File: config.mk
export PLATFORM = sky130hd
export DESIGN_NAME = rbf_cell
export DESIGN_NICKNAME = d
export VERILOG_FILES = /design/src/hw/rtl/rbf_pkg.sv /design/src/hw/rtl/rbf_cell.sv
export SDC_FILE = /design/constraint.sdc
export NUM_CORES = 1
export LEC_CHECK = 0
export BUFFER_PORTS_ARGS = -buffer_cell sky130_fd_sc_hd__buf_4
export CORE_MARGIN = 2
export CORE_UTILIZATION = 37
export CTS_BUF_LIST = sky130_fd_sc_hd__clkbuf_8
export CTS_CLUSTER_SIZE = 12
export DETAILED_ROUTE_END_ITERATION = 8
export GPL_ROUTABILITY_DRIVEN = 0
export PLACE_DENSITY = 0.82
export SETUP_SLACK_MARGIN = 0.02
export SKIP_LAST_GASP = 1
export SYNTH_ARGS = -nofsm -noshare
export SYNTH_HDL_FRONTEND = slang
export SYNTH_SLANG_ARGS = --single-unit
File: constraint.sdc
create_clock -name clk -period 2.65 [get_ports clk]
set_input_delay 0.53 -clock clk [delete_from_list [all_inputs] [get_ports clk]]
set_output_delay 0.53 -clock clk [all_outputs]
set_load 0.03 [all_outputs]
File: src/hw/rtl/rbf_pkg.sv
// ---------------------------------------------------------------------------
// rbf_pkg
// Shared types, constants and helpers for the ring buffer FIFO unit.
// ---------------------------------------------------------------------------
`timescale 1ns / 1ps
`default_nettype none

package rbf_pkg;

  // store geometry
  localparam int DEPTH     = 256;
  localparam int WORD_BITS = 64;
  localparam int SIZE_W    = $clog2(DEPTH) + 1;
  localparam int CNT_W     = $clog2(DEPTH);
  // one slot always stays reserved, so the last store slot is never occupied
  localparam int NUM_CELLS = DEPTH - 1;

  // request actions
  typedef enum logic [1:0] {
    ACT_PUT    = 2'd0,
    ACT_GET    = 2'd1,
    ACT_FLUSH  = 2'd2,
    ACT_STATUS = 2'd3
  } act_t;

  // configuration register indexes
  typedef enum logic {
    REG_SIZE = 1'b0,
    REG_WLEN = 1'b1
  } reg_idx_t;

  typedef struct packed {
    act_t                 action;
    logic [WORD_BITS-1:0] write_data;
  } req_t;

  typedef struct packed {
    logic                 ok;
    logic [WORD_BITS-1:0] read_data;
    logic [7:0]           used_count;
    logic [7:0]           free_count;
    logic                 is_empty;
    logic                 is_full;
  } resp_t;

  // per-cycle control for the cell chain
  typedef struct packed {
    logic             shift;
    logic             load;
    logic [CNT_W-1:0] load_slot;
  } cell_ctl_t;

  // word mask for a word length mode, limited to the store width
  function automatic logic [WORD_BITS-1:0] word_mask(input logic [1:0] mode);
    logic [WORD_BITS-1:0] m;
    int                   bits;
    bits = 8 << mode;
    for (int b = 0; b < WORD_BITS; b++) begin
      m[b] = (b < bits);
    end
    return m;
  endfunction

endpackage

`default_nettype wire

File: src/hw/rtl/rbf_cell.sv
// ---------------------------------------------------------------------------
// rbf_cell
// One word slot of the chain: loads a new word when addressed by a put and
// takes its upper neighbor's word when the head is popped.
// ---------------------------------------------------------------------------
`timescale 1ns / 1ps
`default_nettype none

module rbf_cell (
  input  wire logic                         clk,
  input  wire rbf_pkg::cell_ctl_t           ctl,
  input  wire logic [rbf_pkg::CNT_W-1:0]    slot_id,
  input  wire logic [rbf_pkg::WORD_BITS-1:0] put_word,
  input  wire logic [rbf_pkg::WORD_BITS-1:0] up_word,
  output logic      [rbf_pkg::WORD_BITS-1:0] word
);
  import rbf_pkg::*;

  // load on put to this slot, shift toward the head on get
  always_ff @(posedge clk) begin
    if (ctl.load && (ctl.load_slot == slot_id)) begin
      word <= put_word;
    end else if (ctl.shift) begin
      word <= up_word;
    end
  end

endmodule

`default_nettype wire

======== After elaboration in Yosys (flattened, before gate mapping) ========
Index checks and enable logic that the tools add are counted.
cells by class
  equal/unequal tests ..................... 1
  multiplexer cells ....................... 2
  reductions and logical operators ........ 2
operators by type and width
  cell                count
  2-to-1 mux 64 bit   2
  == test 8 bit       1
  nonzero test 2 bit  1
  logical AND 1 bit   1
word-level totals
  bits in registers ....................... 64
  input port bits ......................... 147
  output and inout port bits .............. 64
  logic and storage cells ................. 6

======== Longest topological paths before layout ========
Gate-level depths: netlist of run 1.
  depth after elaboration ................. 3
  depth in mapped cells ................... 6
  mapped depth without buffers ............ 4

======== Worst setup path after synthesis of run 1 ========
Ideal clock, no wire load.
  path type ............................... input to register
  from .................................... input port slot_id[4] (netlist name)
  to ...................................... register word[0] (netlist name) (enable)
  library setup time ...................... 0.394 ns
  arrival time ............................ 2.119 ns
  required time ........................... 2.256 ns
  path slack .............................. 0.137 ns
  cell stages on the path ................. 6
  buffers on the path ..................... 2
  cell sequence ........................... xnor2_1 -> nand3_1 -> nor3_2 -> buf_4 -> buf_6 -> or2_2
between the ends
  longest elaborated chain between the ends .. 3
RTL lines
  what                                 RTL line        RTL
  from (decl)                          rbf_cell.sv:12  input wire logic [rbf_pkg::CNT_W-1:0] slot_id,
  == test 8 bit                        rbf_cell.sv:21  if (ctl.load && (ctl.load_slot == slot_id)) begin
  logical AND 1 bit                    rbf_cell.sv:21
  nonzero test 2 bit (no source line)  -
  to (signal assigned)                 rbf_cell.sv:22  word <= put_word;
  to (signal assigned)                 rbf_cell.sv:24  word <= up_word;
  to (decl)                            rbf_cell.sv:15  output logic [rbf_pkg::WORD_BITS-1:0] word
No other way between the ends.
A chain may end at the register's enable or synchronous reset.

======== Worst setup path after layout of run 1 ========
  from .................................... input port slot_id[1] (netlist name)
  to ...................................... register word[6] (netlist name) (enable)
The elaborated chain is that of the path after synthesis.

==> out/qor.csv, run 1 <==
stage;metric;value;unit
run_status;status;completed;
worst_setup_path;Crit Path Max Fanout;35;
clock_network;cts-stage hold buffer count;0;
timing;fmax;518.6;MHz
finish;commonest non-fill, non-tap cell in the layout;buf_4;
timing;setup slack after layout;721.6;ps
global_routing;grt ovf;0;
power_and_ir_drop;P_leak;2.063;nW
global_routing;vias in the first global route;2265;
clock_network;setup bufs post-CTS;0;
clock_network;post_cts resized;0;
min_path;worst hold path type;input port to register;
finish;area delta synth->final;68.33;%
worst_setup_path;Most Frequent Cell on Critical Path;buf_12;
clock_network;Num CTS Buffers;9;
timing;Slew Limit Headroom;82.64;%
worst_setup_path;Critical Path End Type;register;
timing;final setup violation count;0;
synthesis;register area share after synthesis;68.33;%
clock_network;CTS tree;yes;
worst_setup_path;CP Launch Type;input port;
floorplanning;die area;8316;um2
clock_network;Longest Clk Path Bufs;2;
drt;DRC;0;
timing;worst hold margin;482.6;ps
floorplanning;Core Area;7292;um2
synthesis;synthesized net count;295;
finish;register area;1922;um2
floorplanning;Initial Util;38.57;%
global_routing;Total GRT Usage;17.21;%
clock_network;CTS clk-pin slew, worst paths;70;ps
drt;initial DRC count;43;
worst_setup_path;Crit path max-delay family;simple AND/OR/NAND/NOR gates;
power_and_ir_drop;total power;2.630;mW
finish;layout cells sized above 1;65.50;%
worst_setup_path;WP buf/inv;3;
timing;setup TNS;0;ps
global_routing;largest net degree at the start of global routing;36;
floorplanning;io pins;211;
finish;nets;513;
synthesis;synthesis-stage register bit count;64;
placed_design;Placement Setup Slack;359.7;ps
synthesis;cell count after synthesis;148;
clock_network;H-Tree Depth;3;
drt;Final ANT Viol Nets;0;
placed_design;Post-Place Cell Area;4531;um2
global_routing;global-route wire length before repair;10910;um
finish;flip-flop count of the largest register after layout;64;
worst_setup_path;CP Class;input port to register;
timing;fin crit share;72.77;%
placed_design;DPL Wire Length;5632;um
power_and_ir_drop;Power Density;555.5;nW/um2
synthesis;Unique masters post-synth;12;
synthesis;top cell type by total area after synthesis;edfxtp_1;
timing;RSZ-0062 raised after global routing;false;
drt;WL/cell;14.96;um
finish;fin util;64.93;%
drt;DR vias/cell;4.470;
clock_network;CTS Sinks;64;
finish;Top Registers;word: 64 flops;
floorplanning;Die Span X;91.19;um
floorplanning;Site Rows;31;
finish;# diodes;0;
timing;worst-margin pin slew;259.6;ps
worst_setup_path;Worst path depth;7;
timing;Slew Limit Fails;0;
drt;vias after detailed routing;2101;
finish;Most flops, register;word;
synthesis;mean area per synthesized cell;19.00;um2
synthesis;synthesized area;2813;um2
worst_setup_path;Largest stage delay, worst path;290;ps
clock_network;clock root buffer;clkbuf_8;
floorplanning;Die Y;91.19;um
worst_setup_path;critical path arrival;1940;ps
placed_design;placed cells;454;
timing;Tmin final;1928;ps
job;max-capacitance violation count;0;
drt;WL final;7031;um
worst_setup_path;slowest CP cell;nor3_4;
finish;most frequent cells in the layout;buf_4, edfxtp_1, mux2_1;
synthesis;ranking of synthesized cells by area;edfxtp_1, mux2_1, mux2_2, xnor2_1, buf_6;
drt;TritonRoute pass-1 iters;4;
worst_setup_path;Crit path required time;2660;ps
worst_setup_path;worst path cell trace;buf_4 -> xnor2_1 -> nand3_1 -> nor3_4 -> buf_12 -> or2_2 -> buf_12;
placed_design;PortBufs;210;
power_and_ir_drop;Peak VDD IR;0.0002551;V
finish;area of the multi-input gates;828.3;um2
finish;post-route cell area;4735;um2
finish;non-filler cells, final;470;
synthesis;Synthesis Warnings;0;
finish;fillers;555;
synthesis;top-area cell type share of the netlist area;68.33;%
min_path;hold path depth;2;
timing;Fin. Hold Viols;0;
global_routing;antenna violations before repair;0;
-- cells in the mapped netlist --
cell type and n:
mux2_2 15, edfxtp_1 64, xnor2_1 8, buf_6 5
mux2_1 49, or2_2 1, nand4_1 1, buf_2 1
nand2_1 1, buf_4 1, nand3_1 1, nor3_2 1
-- cell families (layout without fill, tap and decap cells) --
kind of cell	count (synthesis)	after routing	synth area share, %
AND/OR/NAND/NOR	5	5	1.112
flip-flops	64	64	68.33
XOR/XNOR	8	8	2.491
multiplexers	64	64	25.62
buffers and inverters	7	230	2.446
-- final cells by class --
cell class | count | share of cell area [%]
Clock buffer | 9 | 2.616
Clock inverter | 7 | 1.691
Multi-Input combinational cell | 77 | 17.49
Sequential cell | 64 | 40.59
Tap cell | 99 | 2.616
Timing Repair Buffer | 214 | 34.99
-- metal layers --
| layer | share of wire [%] | global-route usage [%] |
|---|---|---|
| met4 | 0.92 | 5.051 |
| met2 | 55 | 32.16 |
| met5 | 0 | 0 |
| met1 | 33 | 16.78 |
| met3 | 11 | 7.967 |
-- where the power goes --
part / switching, mW / internal (mW)
Clock: 0.344 / 0.515
Sequential: 0.0219 / 1.21
Combinational: 0.269 / 0.275
-- final timing paths --
kind / from / slack [ps] / to
setup / recovery: slot_id[1] / 720 / word[6]
hold / removal: up_word[40] / 480 / word[40]
No activity file was read; power rests on OpenSTA's default activity.
==> inputs of run 2 (changes only) <==
Settings changed: CORE_UTILIZATION 37 to 41, PLACE_DENSITY 0.82 to 0.86.
Clock period 2.65 ns to 1.8 ns, I/O delays scaled along.
==> run 2 against run 1 <==
Via count increased by 4.2%. Total power increased by 43%. Sequential share of layout area shrank 0.63 points. Non-clock buffer count increased by 10. Critical path depth unchanged. Utilization grew 6.7 points. Die area decreased by 9.3%. Hold slack worse by 170 ps. Sequential power rose by 47%. Count of clock-buffer cells in the layout did not move. Global-route usage up 1.9 points. Critical endpoint is now word[34]. Largest power group unchanged.
==> out/qor.csv, run 2 (synthesis gave the netlist of run 1 again) <==
stage;metric;value;unit;change
timing;fmax;629.3;MHz;
drt;DR vias/cell;4.748;;+6.2%
clock_network;Longest Clk Path Bufs;2;;unchanged
floorplanning;Die Y;86.83;um;-4.8%
drt;WL/cell;16.07;um;+7.4%
worst_setup_path;Crit Path Max Fanout;18;;-49%
clock_network;Num CTS Buffers;9;;unchanged
power_and_ir_drop;P_leak;2.122;nW;+2.9%
worst_setup_path;Critical Path End Type;register;;
finish;most frequent cells in the layout;buf_4, edfxtp_1, mux2_1;;
finish;area delta synth->final;71.00;%;
placed_design;DPL Wire Length;6082;um;+8.0%
clock_network;post_cts resized;0;;unchanged
finish;register area;1922;um2;unchanged
finish;Top Registers;word: 64 flops;;
finish;# diodes;0;;unchanged
clock_network;CTS Sinks;64;;unchanged
placed_design;PortBufs;210;;unchanged
finish;post-route cell area;4810;um2;+1.6%
global_routing;global-route wire length before repair;10760;um;-1.4%
placed_design;placed cells;445;;-2.0%
drt;Final ANT Viol Nets;0;;unchanged
global_routing;Total GRT Usage;19.14;%;+1.9 points
finish;nets;523;;+1.9%
clock_network;clock root buffer;clkbuf_8;;
drt;DRC;0;;unchanged
drt;initial DRC count;67;;+56%
floorplanning;io pins;211;;unchanged
finish;non-filler cells, final;461;;-1.9%
placed_design;Post-Place Cell Area;4632;um2;+2.2%
clock_network;CTS clk-pin slew, worst paths;70;ps;about the same
floorplanning;Die Span X;86.83;um;-4.8%
floorplanning;Initial Util;41.86;%;+3.3 points
drt;vias after detailed routing;2189;;+4.2%
finish;Most flops, register;word;;
power_and_ir_drop;Peak VDD IR;0.0005765;V;+130%
timing;Fin. Hold Viols;0;;unchanged
finish;fillers;470;;-15%
min_path;worst hold path type;input port to register;;
worst_setup_path;Crit path required time;1870;ps;-790 ps
clock_network;cts-stage hold buffer count;0;;unchanged
clock_network;H-Tree Depth;3;;unchanged
run_status;status;completed;;
timing;worst-margin pin slew;173.8;ps;-85.76 ps
drt;WL final;7410;um;+5.4%
global_routing;largest net degree at the start of global routing;26;;-28%
job;max-capacitance violation count;0;;unchanged
drt;TritonRoute pass-1 iters;4;;unchanged
worst_setup_path;critical path arrival;1660;ps;-280 ps
power_and_ir_drop;total power;3.750;mW;+43%
timing;Slew Limit Headroom;88.37;%;+5.7 points
timing;RSZ-0062 raised after global routing;false;;
power_and_ir_drop;Power Density;779.7;nW/um2;+40%
global_routing;grt ovf;0;;unchanged
timing;final setup violation count;0;;unchanged
timing;setup TNS;0;ps;unchanged
floorplanning;Site Rows;30;;-3.2%
floorplanning;Core Area;6719;um2;-7.9%
clock_network;CTS tree;yes;;
global_routing;antenna violations before repair;0;;unchanged
worst_setup_path;CP Class;input port to register;;
timing;Slew Limit Fails;0;;unchanged
finish;layout cells sized above 1;66.93;%;+1.4 points
global_routing;vias in the first global route;2291;;+1.1%
timing;Tmin final;1589;ps;
floorplanning;die area;7539;um2;-9.3%
finish;area of the multi-input gates;853.3;um2;+3.0%
clock_network;setup bufs post-CTS;0;;unchanged
worst_setup_path;CP Launch Type;input port;;
timing;worst hold margin;312.3;ps;-170.3 ps
finish;flip-flop count of the largest register after layout;64;;unchanged
timing;fin crit share;88.28;%;
finish;commonest non-fill, non-tap cell in the layout;buf_4;;
==> run 2: layout make-up <==
class	count	area share (%)
sequential	64	39.96
timing repair buffer	224	36.52
multi-input combinational	77	17.74
clock buffer	9	2.575
tap	80	2.081
clock inverter	7	1.119
==> run 2: metrics by stage <==
| stage | utilization [%] | worst slack [ps] |
|---|---|---|
| 5_1_grt | 71.58 | 137.5 |
| 2_1_floorplan | - | -203.8 |
| 3_5_place_dp | 68.94 | -151.6 |
| 4_1_cts | 71.58 | 202.6 |
| 3_3_place_gp | 68.94 | -90.53 |
| 6_report | 71.58 | 211.0 |
==> run 2: critical path, cell delays in order <==
cell and delay, ps:
buf_4 110, xnor2_1 160, nand4_1 170, nor3_4 180, buf_12 160, buf_12 160, mux2_1 340
==> run 2: final timing paths <==
check             endpoint   startpoint  cells past startpoint  slack [ps]
hold / removal    word[58]  up_word[58]                      2         310
setup / recovery  word[34]   slot_id[2]                      7         210
==> run 2: layer usage <==
| layer | vias up | share of wire, % | GRT usage, % |
|---|---|---|---|
| met2 | 124 | 58 | 36.85 |
| met5 | - | 0 | 0 |
| li1 | 1031 | - | - |
| met1 | 1022 | 31 | 17.57 |
| met3 | 12 | 9.4 | 6.381 |
| met4 | 0 | 2.1 | 9.375 |
==> run 2: report_power, final <==
group          switching, mW  leakage (nW)  internal [mW]
Combinational          0.400          1.40          0.415
Sequential            0.0332         0.626           1.78
Clock                  0.513        0.0943          0.613
