<file path="src/hw/rtl/rbf_pkg.sv">
// ---------------------------------------------------------------------------
// rbf_pkg
// Shared types, constants and helpers for the ring buffer FIFO unit.
// ---------------------------------------------------------------------------
`timescale 1ns / 1ps
`default_nettype none

package rbf_pkg;

  // store geometry
  localparam int DEPTH     = 256;
  localparam int WORD_BITS = 64;
  localparam int SIZE_W    = $clog2(DEPTH) + 1;
  localparam int CNT_W     = $clog2(DEPTH);
  // one slot always stays reserved, so the last store slot is never occupied
  localparam int NUM_CELLS = DEPTH - 1;

  // request actions
  typedef enum logic [1:0] {
    ACT_PUT    = 2'd0,
    ACT_GET    = 2'd1,
    ACT_FLUSH  = 2'd2,
    ACT_STATUS = 2'd3
  } act_t;

  // configuration register indexes
  typedef enum logic {
    REG_SIZE = 1'b0,
    REG_WLEN = 1'b1
  } reg_idx_t;

  typedef struct packed {
    act_t                 action;
    logic [WORD_BITS-1:0] write_data;
  } req_t;

  typedef struct packed {
    logic                 ok;
    logic [WORD_BITS-1:0] read_data;
    logic [7:0]           used_count;
    logic [7:0]           free_count;
    logic                 is_empty;
    logic                 is_full;
  } resp_t;

  // per-cycle control for the cell chain
  typedef struct packed {
    logic             shift;
    logic             load;
    logic [CNT_W-1:0] load_slot;
  } cell_ctl_t;

  // word mask for a word length mode, limited to the store width
  function automatic logic [WORD_BITS-1:0] word_mask(input logic [1:0] mode);
    logic [WORD_BITS-1:0] m;
    int                   bits;
    bits = 8 << mode;
    for (int b = 0; b < WORD_BITS; b++) begin
      m[b] = (b < bits);
    end
    return m;
  endfunction

endpackage

`default_nettype wire

</file>
<file path="src/hw/rtl/rbf_ctrl.sv">
// ---------------------------------------------------------------------------
// rbf_ctrl
// Fill count, configuration, request decode and the registered response.
// ---------------------------------------------------------------------------
`timescale 1ns / 1ps
`default_nettype none

module rbf_ctrl (
  input  wire logic                          clk,
  input  wire logic                          rst,
  input  wire logic                          in_valid,
  output logic                               in_stall,
  input  wire rbf_pkg::req_t                 in_data,
  output logic                               out_valid,
  input  wire logic                          out_stall,
  output rbf_pkg::resp_t                     out_data,
  input  wire logic                          cfg_we,
  input  wire logic                          cfg_index,
  input  wire logic [rbf_pkg::SIZE_W-1:0]    cfg_data,
  input  wire logic [rbf_pkg::WORD_BITS-1:0] head_word,
  output rbf_pkg::cell_ctl_t                 cell_ctl,
  output logic      [rbf_pkg::WORD_BITS-1:0] put_word
);
  import rbf_pkg::*;

  logic [CNT_W-1:0]     count;
  logic [CNT_W-1:0]     count_next;
  logic [CNT_W-1:0]     cap;
  logic [CNT_W-1:0]     cap_next;
  logic [1:0]           wlen;
  logic                 accept;
  logic                 full;
  logic                 empty;
  logic [WORD_BITS-1:0] mask;
  resp_t                resp_next;
  reg_idx_t             cfg_reg;

  assign cfg_reg  = reg_idx_t'(cfg_index);
  assign in_stall = out_valid && out_stall;
  assign accept   = in_valid && !in_stall;
  assign full     = (count == cap);
  assign empty    = (count == '0);
  assign mask     = word_mask(wlen);
  assign put_word = in_data.write_data & mask;

  // capacity is the effective size minus the reserved slot
  always_comb begin
    if (cfg_data == '0) begin
      cap_next = '0;
    end else if (cfg_data > SIZE_W'(DEPTH)) begin
      cap_next = CNT_W'(DEPTH - 1);
    end else begin
      cap_next = CNT_W'(cfg_data - SIZE_W'(1));
    end
  end

  // request decode
  always_comb begin
    count_next          = count;
    cell_ctl.shift      = 1'b0;
    cell_ctl.load       = 1'b0;
    cell_ctl.load_slot  = count;
    resp_next.ok        = 1'b1;
    resp_next.read_data = '0;
    case (in_data.action)
      ACT_PUT: begin
        if (full) begin
          resp_next.ok = 1'b0;
        end else begin
          cell_ctl.load = accept;
          count_next    = count + CNT_W'(1);
        end
      end
      ACT_GET: begin
        if (empty) begin
          resp_next.ok = 1'b0;
        end else begin
          cell_ctl.shift      = accept;
          resp_next.read_data = head_word & mask;
          count_next          = count - CNT_W'(1);
        end
      end
      ACT_FLUSH: count_next = '0;
      default:   count_next = count;
    endcase
    resp_next.used_count = 8'(count_next);
    resp_next.free_count = 8'(cap - count_next);
    resp_next.is_empty   = (count_next == '0);
    resp_next.is_full    = (count_next == cap);
  end

  // state and configuration registers
  always_ff @(posedge clk) begin
    if (rst) begin
      count <= '0;
      cap   <= CNT_W'(DEPTH - 1);
      wlen  <= 2'd0;
    end else if (cfg_we) begin
      unique case (cfg_reg)
        REG_SIZE: begin
          cap   <= cap_next;
          count <= '0;
        end
        REG_WLEN: wlen <= cfg_data[1:0];
        default:  wlen <= wlen;
      endcase
    end else if (accept) begin
      count <= count_next;
    end
  end

  // response register
  always_ff @(posedge clk) begin
    if (rst) begin
      out_valid <= 1'b0;
    end else if (accept) begin
      out_valid <= 1'b1;
    end else if (!out_stall) begin
      out_valid <= 1'b0;
    end
  end

  always_ff @(posedge clk) begin
    if (accept) begin
      out_data <= resp_next;
    end
  end

endmodule

`default_nettype wire

</file>
<file path="config.mk">
export PLATFORM = sky130hd
export DESIGN_NAME = rbf_ctrl
export DESIGN_NICKNAME = d
export VERILOG_FILES = /design/src/hw/rtl/rbf_pkg.sv /design/src/hw/rtl/rbf_ctrl.sv
export SDC_FILE = /design/constraint.sdc
export NUM_CORES = 1
export LEC_CHECK = 0
export BUFFER_PORTS_ARGS = -buffer_cell sky130_fd_sc_hd__buf_2
export CORE_AREA = 2 2 116 118
export CTS_BUF_LIST = sky130_fd_sc_hd__clkbuf_8 sky130_fd_sc_hd__clkbuf_16
export CTS_CLUSTER_DIAMETER = 40
export DETAILED_ROUTE_END_ITERATION = 10
export DIE_AREA = 0 0 118 120
export HOLD_SLACK_MARGIN = 0.12
export PLACE_DENSITY_LB_ADDON = 0.1
export SYNTH_ARGS = -nofsm -noshare
export SYNTH_HDL_FRONTEND = slang
export SYNTH_SLANG_ARGS = --single-unit
</file>
<file path="constraint.sdc">
create_clock -name clk -period 6.1 [get_ports clk]
set_input_delay 0.915 -clock clk [delete_from_list [all_inputs] [get_ports clk]]
set_output_delay 0.915 -clock clk [all_outputs]
set_load 0.01 [all_outputs]
</file>
# After elaboration in Yosys (flattened, before gate mapping)
# Index checks and enable logic that the tools add are counted.
# W data, S select, Z words.
# classes
eq_ne	6
magnitude_cmp	65
div	0
n_addsub	4
n_reduce_logical	12
shifts	1
bitwise	4
mux	17
multipliers	0
# ops
cell	n
$lt A7 B32 Y1 const A	32
$lt A6 B32 Y1 const A	16
$lt A5 B32 Y1 const A	8
$and A64 B64 Y64	2
$lt A4 B32 Y1 const A	4
$lt A3 B32 Y1 const A	2
$mux W8	7
$lt A1 B32 Y1 const A	1
$lt A2 B32 Y1 const A	1
$shl A4 B2 Y32 const A	1
$pmux W8 S3	1
$eq A8 B8 Y1	2
$logic_not A8 Y1	2
$sub A8 B1 Y8 const B	2
$gt A9 B9 Y1 const B	1
$logic_not A9 Y1	1
$add A8 B1 Y8 const B	1
$mux W1	8
$sub A8 B8 Y8	1
$reduce_and A2 Y1	3
$eq A2 B1 Y1 const B	1
$eq A2 B2 Y1 const B	1
$logic_and A1 B1 Y1	2
$logic_not A2 Y1	1
other kinds (7)	8
# totals
elab_cells	119
latchBits	0
memories	0
inputBits	145
ram_bits	0
register_bits	102
rom_bits	0

# Depth between registers and ports, before layout
# Gate-level depths: netlist of the first run.
# depth
word_depth	5
depth_mapped	20
depth_no_buf	19

# Least setup slack after synthesis of the first run
# Ideal clock, no wire load.
# synth_timing
kind	reg-to-reg
startpoint	reg count[0]
endpoint	reg out_data[9] (netlist bit), data pin
arrival_ps	4118
path_stages_with_launch	20
slack_ps	1716
path_buffers	1
setup_time_ps	266
required_time_ps	5834
cell_sequence	dfxtp_1 > clkbuf_1 > xnor2_1 > nand4_1 > nor2_1 > mux2i_1 > nor2_1 > a21oi_1 > o21ai_0 > inv_1 > ha_1 > nand2b_1 > nor2b_1 > o211a_1 > a2111oi_0 > a22oi_1 > maj3_1 > a221oi_1 > nor3_1 > xor2_1
# synth_lines
element	line	text
from (decl)	rbf_ctrl.sv:26	logic [CNT_W-1:0] count;
from (signal assigned)	rbf_ctrl.sv:108	count <= count_next;
to (signal assigned)	rbf_ctrl.sv:125	out_data <= resp_next;
to (decl)	rbf_ctrl.sv:16	output rbf_pkg::resp_t out_data,

==> impl_metrics.py, run 1 <==
metrics = {
    "global_route": {
        "grt_pass1_wl_um": 25100,
        "grt_overflow": 0,
        "antenna_found_initial": 2,
        "grt_max_degree": 52,
        "grt_usage_pct": 23.2,
        "first_global_vias": 4490,
    },
    "setup_path": {
        "cp.arrival_ns": 5.14,
        "crit_fanout": 12,
        "worstSetupPathType": "flip-flop to flip-flop",
        "crit_required_ns": 6.19,
        "worstSetupStartpointType": "flip-flop",
        "end_kind": "flip-flop",
    },
    "cells_and_area": {
        "syn2layout_area_growth_pct": 33.5,
        "nFillCells": 1197,
        "drive_above_1_share_pct": 41.8,
        "final_common_cell": "buf_2",
        "seq_area_um2": 2870,
        "layout.nets": 926,
        "final_cell_mix": "buf_2, edfxtp_1, and2_1",
        "multi_input_area_um2": 2220,
    },
    "place": {
        "place_hpwl_um": 13100,
        "pre_cts_slack_ns": 1.13,
        "gp_congestion": 0.894,
        "placement.io_buffers": 287,
    },
    "synth": {
        "synthTopCellsByArea": "edfxtp_1, and2_1, dfxtp_1",
        "ys_seq_elements": 102,
        "yosysWarnings": 0,
        "synth.avg_cell_area_um2": 10.5,
        "synth_top_area_share_pct": 46.2,
        "synthFlopType": "edfxtp_1",
        "yosysUniqueCellTypes": 60,
        "synth_edf_count": 83,
        "synthArstFlopShare_pct": 0,
        "synth_area_um2": 5400,
        "yosysTopAreaCell": "edfxtp_1",
        "yosysSeqAreaShare_pct": 53.2,
        "netlist_instances": 515,
        "synth_fp_nets": 668,
    },
    "routing": {
        "firstDrtPassIters": 5,
        "vias": 4884,
        "vias_per_cell": 5.10,
        "drcViolationCount": 0,
        "antenna_left": 0,
        "routed_wl_um": 16800,
        "drt_iter0_drc": 458,
        "wl_per_cell_um": 17.6,
    },
    "status": {
        "status": "finished, final reports clean",
    },
    "floorplanning": {
        "die_w_um": 118,
        "core_um2": 13000,
        "initial_core_util_pct": 41.6,
        "num_io_pins": 304,
        "die_area_um2": 14200,
        "die_h_um": 120,
        "num_rows": 42,
    },
    "cts": {
        "cts.sinks": 102,
        "cts_resized": 0,
        "postCtsSetupRepairBufs": 0,
        "cts_tree": "done",
        "path_clk_slew_ns": 0.07,
        "cts-root-buf": "clkbuf_16",
        "htreeDepth": 3,
        "clk_latency_ns": 0.35,
        "cts_buffers": 9,
        "holdBufCountCts": 0,
        "cts_buffer_depth": 2,
    },
    "timing": {
        "tns_ns": 0,
        "finalClockSkew_ns": 0.00735,
        "setup_ws_ns": 1.05,
        "finalMaxSlewViolations": 0,
        "fin_crit_sh_pct": 82.8,
        "max_freq_mhz": 198,
        "hold_viol": 0,
        "setup_viol": 0,
        "rsz0062_at_grt": "no",
        "min_period_ns": 5.05,
        "relSlewSlack_pct": 40.3,
        "tightest_slew_ns": 0.894,
    },
    "pwr": {
        "finalPower_mw": 1.63,
        "leakage_nw": 3.64,
        "p_per_area_nw_per_um2": 226,
        "irDropWorstVdd_mv": 0.141,
    },
    "worst_hold_path": {
        "hold_path.class": "flip-flop to flip-flop",
    },
    "run": {
        "maxCapViolCount": 0,
    },
}
[logic make-up after synthesis]
| family | count (synthesis) | synth area share, % |
|---|---|---|
| XOR/XNOR | 28 | 4.55 |
| AND/OR/NAND/NOR | 237 | 25.0 |
| multiplexers | 2 | 0.394 |
| AO/OA/AOI/OAI | 63 | 8.12 |
| adder cells (fa/ha/maj) | 13 | 3.01 |
| buffers and inverters | 70 | 5.70 |
| flip-flops | 102 | 53.2 |
[layer usage]
| metal | part of all wire (%) | GRT usage (%) | vias up |
|---|---|---|---|
| met2 | 46 | 36.7 | 244 |
| met1 | 41 | 29.5 | 2278 |
| met4 | 2.5 | 8.58 | 0 |
| met3 | 9.9 | 7.89 | 33 |
| li1 | - | - | 2329 |
| met5 | 0 | 0 | - |
[path summary, 6_finish.rpt]
| check | from | endpoint | slack, ns | cells after the start |
|---|---|---|---|---|
| worst max-delay path | count[0] | out_data[9] | 1.05 | 18 |
| worst min-delay path | cap[3] | cap[3] | 0.54 | 2 |
| worst max register to register | count[0] | out_data[9] | 1.05 | 18 |
| worst min register to register | cap[3] | cap[3] | 0.54 | 2 |
[registers in the layout, indices dropped and copies added (netlist names)]
register,count
out_valid,1
wlen,2
count,8
cap,8
out_data,83
[through the flow]
step           hold slack (ns)  utilization (%)  instances  cell area [um^2]
3_5_place_dp             0.530             53.0        938              6870
4_1_cts                  0.547             55.4        954              7190
5_1_grt                  0.584             55.4        954              7190
3_3_place_gp             0.509             53.0        938              6870
2_1_floorplan            0.483                -        515              5400
6_report                 0.543             55.5        957              7200
[Yosys cell counts (all sizes together), types with 2 or more instances]
library cell,count
nor2,40
inv,27
o211a,2
maj3,5
ha,7
nor3,5
dfxtp,19
nand3,8
a21oi,16
nand2b,5
o31ai,4
o22ai,2
nand4,5
clkbuf,37
edfxtp,83
or4,4
o21ai,13
nand3b,3
or2,4
and3,59
or3,3
xnor2,20
a221oi,3
o2111ai,2
nand2,28
buf,6
a31oi,6
a22oi,3
xor2,8
nor4,4
and2,66
[cell type report]
| type | instances | area share, % |
|---|---|---|
| antenna | 3 | 0.104 |
| sequential | 102 | 39.9 |
| tap | 176 | 3.06 |
| timing repair buffer | 290 | 20.3 |
| multi-input combinational | 343 | 30.8 |
| inverter | 27 | 1.42 |
| clock buffer | 9 | 3.13 |
| clock inverter | 7 | 1.30 |
[power by group]
group	switching [mW]	internal (mW)
combinational	0.118	0.0872
sequential	0.0166	0.787
clock	0.260	0.361
[worst max-delay path, stage by stage, from the launching register on]
cell       delay (ns)
dfxtp_1          0.60
xnor2_1          0.17
nand4_1          0.28
nor2_1           0.53
mux2i_1          0.15
nor2_1           0.11
a21oi_1          0.04
o21ai_0          0.60
inv_1            0.12
ha_1             0.32
nand2b_1         0.07
nor2b_1          0.15
o211a_1          0.11
a2111oi_0        0.36
a22oi_1          0.18
maj3_1           0.42
a221oi_1         0.32
nor3_1           0.12
xor2_1           0.15
No activity file was read; power rests on OpenSTA's default activity.
==> inputs of run 2 (changes only) <==
clock period = 4.7 ns   (was 6.1 ns; I/O delays follow)
==> impl_metrics.py, run 2 (synthesis gave the netlist of run 1 again) <==
metrics = {
    "routing": {
        "wl_per_cell_um": 17.6,
        "routed_wl_um": 17000,
        "vias_per_cell": 5.11,
        "firstDrtPassIters": 5,
        "antenna_left": 0,
        "vias": 4924,
        "drt_iter0_drc": 480,
        "drcViolationCount": 0,
    },
    "timing": {
        "hold_viol": 0,
        "setup_viol": 0,
        "rsz0062_at_grt": "no",
        "finalMaxSlewViolations": 0,
        "relSlewSlack_pct": 28.7,
        "max_freq_mhz": 228,
        "min_period_ns": 4.38,
        "tns_ns": 0,
        "fin_crit_sh_pct": 93.1,
        "tightest_slew_ns": 1.07,
        "finalClockSkew_ns": 0.00888,
    },
    "setup_path": {
        "crit_fanout": 9,
        "crit_required_ns": 4.78,
        "end_kind": "flip-flop",
        "crit_slowest_cell": "or4b_4",
        "cp.arrival_ns": 4.45,
        "path_delay_family": "compound AO/OA/AOI/OAI gates",
        "cpPeakStageDelay_ns": 0.52,
        "worstSetupPathType": "flip-flop to flip-flop",
        "crit_chain": "inv_1 > ha_1 > or4b_4 > nor2_8 > mux2_2 > o21ai_0 > a22oi_1 > inv_1 > ha_1 > nand2b_1 > nor2b_1 > o211a_1 > a2111oi_1 > a22oi_1 > maj3_1 > a221oi_1 > nor3_1 > xor2_1",
        "path_buf_inv": 2,
        "worstSetupStartpointType": "flip-flop",
    },
    "global_route": {
        "grt_pass1_wl_um": 25600,
        "first_global_vias": 4543,
        "grt_overflow": 0,
        "antenna_found_initial": 0,
        "grt_usage_pct": 23.3,
        "grt_max_degree": 64,
    },
    "cts": {
        "clk_latency_ns": 0.34,
        "cts_buffer_depth": 2,
        "cts_buffers": 9,
        "path_clk_slew_ns": 0.07,
        "cts-root-buf": "clkbuf_16",
        "htreeDepth": 3,
        "cts_tree": "done",
        "cts.sinks": 102,
        "postCtsSetupRepairBufs": 0,
    },
    "floorplanning": {
        "num_io_pins": 304,
        "initial_core_util_pct": 41.6,
        "die_area_um2": 14200,
        "die_w_um": 118,
        "core_um2": 13000,
        "die_h_um": 120,
        "num_rows": 42,
    },
    "cells_and_area": {
        "layout.nets": 935,
        "largest_reg_flops": 83,
        "drive_above_1_share_pct": 42.6,
        "reg_top3": "out_data: 83 flops, cap: 8 flops, count: 8 flops",
        "regMostFlops": "out_data",
        "syn2layout_area_growth_pct": 34.8,
        "final_common_cell": "buf_2",
        "final_area_um2": 7270,
        "final_cell_mix": "buf_2, edfxtp_1, and2_1",
    },
    "pwr": {
        "leakage_nw": 3.69,
        "irDropWorstVdd_mv": 0.217,
        "p_per_area_nw_per_um2": 292,
    },
    "place": {
        "placement.io_buffers": 287,
        "gp_congestion": 0.903,
        "place_area_um2": 6940,
        "place_hpwl_um": 13300,
    },
    "worst_hold_path": {
        "hold_path.class": "flip-flop to flip-flop",
    },
    "run": {
        "maxCapViolCount": 0,
    },
    "status": {
        "status": "finished, final reports clean",
    },
}
-- run 2: routing by layer --
layer	vias to the layer above	global-route usage [%]	part of all wire, %
li1	2338	-	-
met4	0	7.91	2.0
met1	2306	31.3	43
met2	247	36.8	47
met5	-	0	0
met3	33	6.04	8.3
-- run 2: area by class of cell --
class	count	area [um^2]
Fill cell	1180	5710
Clock buffer	9	225
Sequential cell	102	2870
Timing Repair Buffer	299	1530
Tap cell	176	220
Clock inverter	7	101
Multi-Input combinational cell	343	2220
Inverter	27	103
Antenna cell	1	2.50
-- run 2: worst min-delay path: stages (launching register included) --
cell,delay (ns)
dfxtp_1,0.37
a21oi_1,0.07
o21ai_0,0.06
-- run 2: what timing repair did --
item | 4_1_cts | 5_1_grt
hold buffers | 0 | 0
setup endpoints to repair | 0 | 1
resized for setup | 0 | 2
hold endpoints to repair | 0 | 0
-- run 2: final timing paths --
kind	startpoint	to	slack, ns	depth (start not counted)
setup / recovery	count[1]	out_data[9]	0.32	18
hold / removal	cap[0]	cap[0]	0.53	2
setup reg to reg	count[1]	out_data[9]	0.32	18
hold reg to reg	cap[0]	cap[0]	0.53	2
-- run 2: metrics by stage --
stage / worst slack, ns / hold slack [ns] / total power [mW] / instances / util, %
floorplan: 0.316 / 0.483 / 1.20 / 515 / -
global placement: 0.339 / 0.508 / 1.33 / 947 / 53.5
detailed placement: 0.174 / 0.515 / 1.33 / 947 / 53.5
CTS: 0.168 / 0.532 / 2.15 / 963 / 56.0
global route: 0.00331 / 0.570 / 2.21 / 963 / 56.0
finish: 0.323 / 0.533 / 2.13 / 964 / 56.0
-- run 2: power by group --
part / switching, mW / internal (mW)
Combinational: 0.155 / 0.116
Clock: 0.339 / 0.475
Sequential: 0.0216 / 1.02
Total: 0.516 / 1.61
==> inputs of run 3 (changes only) <==
CORE_AREA = 2 2 118 120   (was 2 2 116 118)
CTS_BUF_LIST = sky130_fd_sc_hd__clkbuf_4   (was sky130_fd_sc_hd__clkbuf_8 sky130_fd_sc_hd__clkbuf_16)
DIE_AREA = 0 0 120 122   (was 0 0 118 120)
==> impl_metrics.py, run 3 (synthesis gave the netlist of run 1 again) <==
metrics = {
    "place": {
        "pre_cts_slack_ns": 0.183,
        "place_area_um2": 6930,
        "place_hpwl_um": 14900,
        "placement.io_buffers": 287,
        "gp_congestion": 0.855,
    },
    "routing": {
        "wl_per_cell_um": 19.3,
        "antenna_left": 0,
        "firstDrtPassIters": 5,
        "vias": 4908,
        "drcViolationCount": 0,
        "drt_iter0_drc": 434,
        "vias_per_cell": 5.09,
        "routed_wl_um": 18600,
    },
    "setup_path": {
        "crit_fanout": 11,
        "rr_endpoint": "out_data[9]",
        "r2r_cells": 18,
        "crit_chain": "inv_1 > ha_1 > or4b_4 > nor2_8 > mux2_2 > o21ai_0 > a22oi_1 > inv_1 > ha_1 > nand2b_1 > nor2b_1 > o211a_1 > a2111oi_1 > a22oi_1 > maj3_1 > a221oi_1 > nor3_1 > xor2_1",
        "crit_required_ns": 4.92,
        "cp.arrival_ns": 4.61,
        "rrSetupSlack_ns": 0.32,
        "worstSetupPathType": "flip-flop to flip-flop",
        "cpPeakStageDelay_ns": 0.51,
        "r2r-start": "count[1]",
        "end_kind": "flip-flop",
        "crit_slowest_cell": "or4b_4",
        "worstSetupStartpointType": "flip-flop",
    },
    "status": {
        "status": "finished, final reports clean",
    },
    "global_route": {
        "grt_overflow": 0,
        "antenna_found_initial": 0,
        "grt_max_degree": 68,
        "grt_usage_pct": 24.5,
        "first_global_vias": 4556,
        "grt_pass1_wl_um": 26600,
    },
    "worst_hold_path": {
        "min_path_cells": 3,
        "hold_end": "out_valid",
        "hold_path.class": "input port to flip-flop",
        "hold_start": "in_valid",
    },
    "run": {
        "maxCapViolCount": 0,
    },
    "cells_and_area": {
        "final_cell_mix": "buf_2, edfxtp_1, and2_1",
        "final_area_um2": 7060,
        "final_common_cell": "buf_2",
        "nFillCells": 1268,
        "syn2layout_area_growth_pct": 30.8,
        "multi_input_area_um2": 2220,
        "layout.nets": 932,
        "drive_above_1_share_pct": 42.7,
        "finish.utilization_pct": 52.2,
        "regMostFlops": "out_data",
        "largest_reg_flops": 83,
        "reg_top3": "out_data: 83 flops, cap: 8 flops, count: 8 flops",
        "seq_area_um2": 2880,
    },
    "floorplanning": {
        "die_w_um": 120,
        "num_rows": 43,
        "initial_core_util_pct": 40.0,
        "num_io_pins": 304,
        "die_area_um2": 14600,
        "core_um2": 13500,
        "die_h_um": 122,
    },
    "cts": {
        "cts_tree": "done",
        "htreeDepth": 3,
        "path_clk_slew_ns": 0.16,
        "cts_buffer_depth": 2,
        "clk_latency_ns": 0.47,
        "cts-root-buf": "clkbuf_4",
        "cts_buffers": 9,
        "cts.sinks": 102,
    },
    "timing": {
        "tns_ns": 0,
        "setup_ws_ns": 0.319,
        "relSlewSlack_pct": 37.8,
        "finalMaxSlewViolations": 0,
        "finalClockSkew_ns": 0.0375,
        "fin_crit_sh_pct": 93.2,
        "rsz0062_at_grt": "no",
        "tightest_slew_ns": 0.930,
        "max_freq_mhz": 228,
        "min_period_ns": 4.38,
        "hold_viol": 0,
        "setup_viol": 0,
    },
    "pwr": {
        "irDropWorstVdd_mv": 0.0965,
        "leakage_nw": 3.58,
        "p_per_area_nw_per_um2": 246,
        "finalPower_mw": 1.74,
    },
}
==> run 3: cell types whose count changed in the layout (fill, tap and decap cells not counted), sizes merged <==
| cell | previous run | this run |
|---|---|---|
| buf | 299 | 296 |
| bufinv | 2 | 0 |
| clkinv | 2 | 3 |
| clkinvlp | 0 | 2 |
| inv | 30 | 29 |
==> run 3: repair_timing <==
item | 4_1_cts | 5_1_grt
endpoints found under the hold margin | 0 | 0
setup endpoints to repair | 0 | 1
setup buffers | 0 | 0
hold buffers | 0 | 0
gates resized for setup | 0 | 4
==> run 3: worst max-delay path by stage <==
stage / to / startpoint
2_1_floorplan: out_data[9] / count[0]
6_report: out_data[9] / count[1]
5_1_grt: out_data[9] / count[1]
3_5_place_dp: out_data[9] / count[1]
3_3_place_gp: out_data[9] / count[1]
4_1_cts: out_data[9] / count[1]
==> run 3: per-layer routing <==
layer	up-vias	track usage [%]	wire length [um]
met2	247	39.2	8850
met4	0	6.54	350
met5	-	0	0
met3	25	7.26	1700
met1	2304	32.4	7730
li1	2332	-	-
==> run 3: area by class of cell <==
type,instances,area share [%]
inverter,27,1.45
sequential,102,40.8
clock inverter,7,0.763
clock buffer,9,0.958
antenna,1,0.0355
timing repair buffer,296,21.3
tap,180,3.19
multi-input combinational,343,31.5
==> run 3: where the power goes <==
part / total (mW) / switching, mW / internal, mW / leakage, nW
clock network: 0.425 / 0.310 / 0.114 / 0.0646
logic: 0.268 / 0.153 / 0.115 / 2.53
registers: 1.04 / 0.0237 / 1.02 / 0.983
==> run 3: worst max-delay path, delay by kind of cell (launching register included) <==
kind	cells	cell delay (ns)
compound gates	6	1.27
xor+xnor	1	0.15
fa+ha+maj	3	0.79
buf+inv	2	0.22
flops	1	0.43
mux	1	0.18
simple gates	5	1.12
==> run 3: metrics by stage <==
step                      cells  hold slack, ns
final                       965           0.498
after global routing        964           0.460
after CTS                   964           0.466
after detailed placement    948           0.514
after global placement      948           0.508
after floorplan             515           0.483
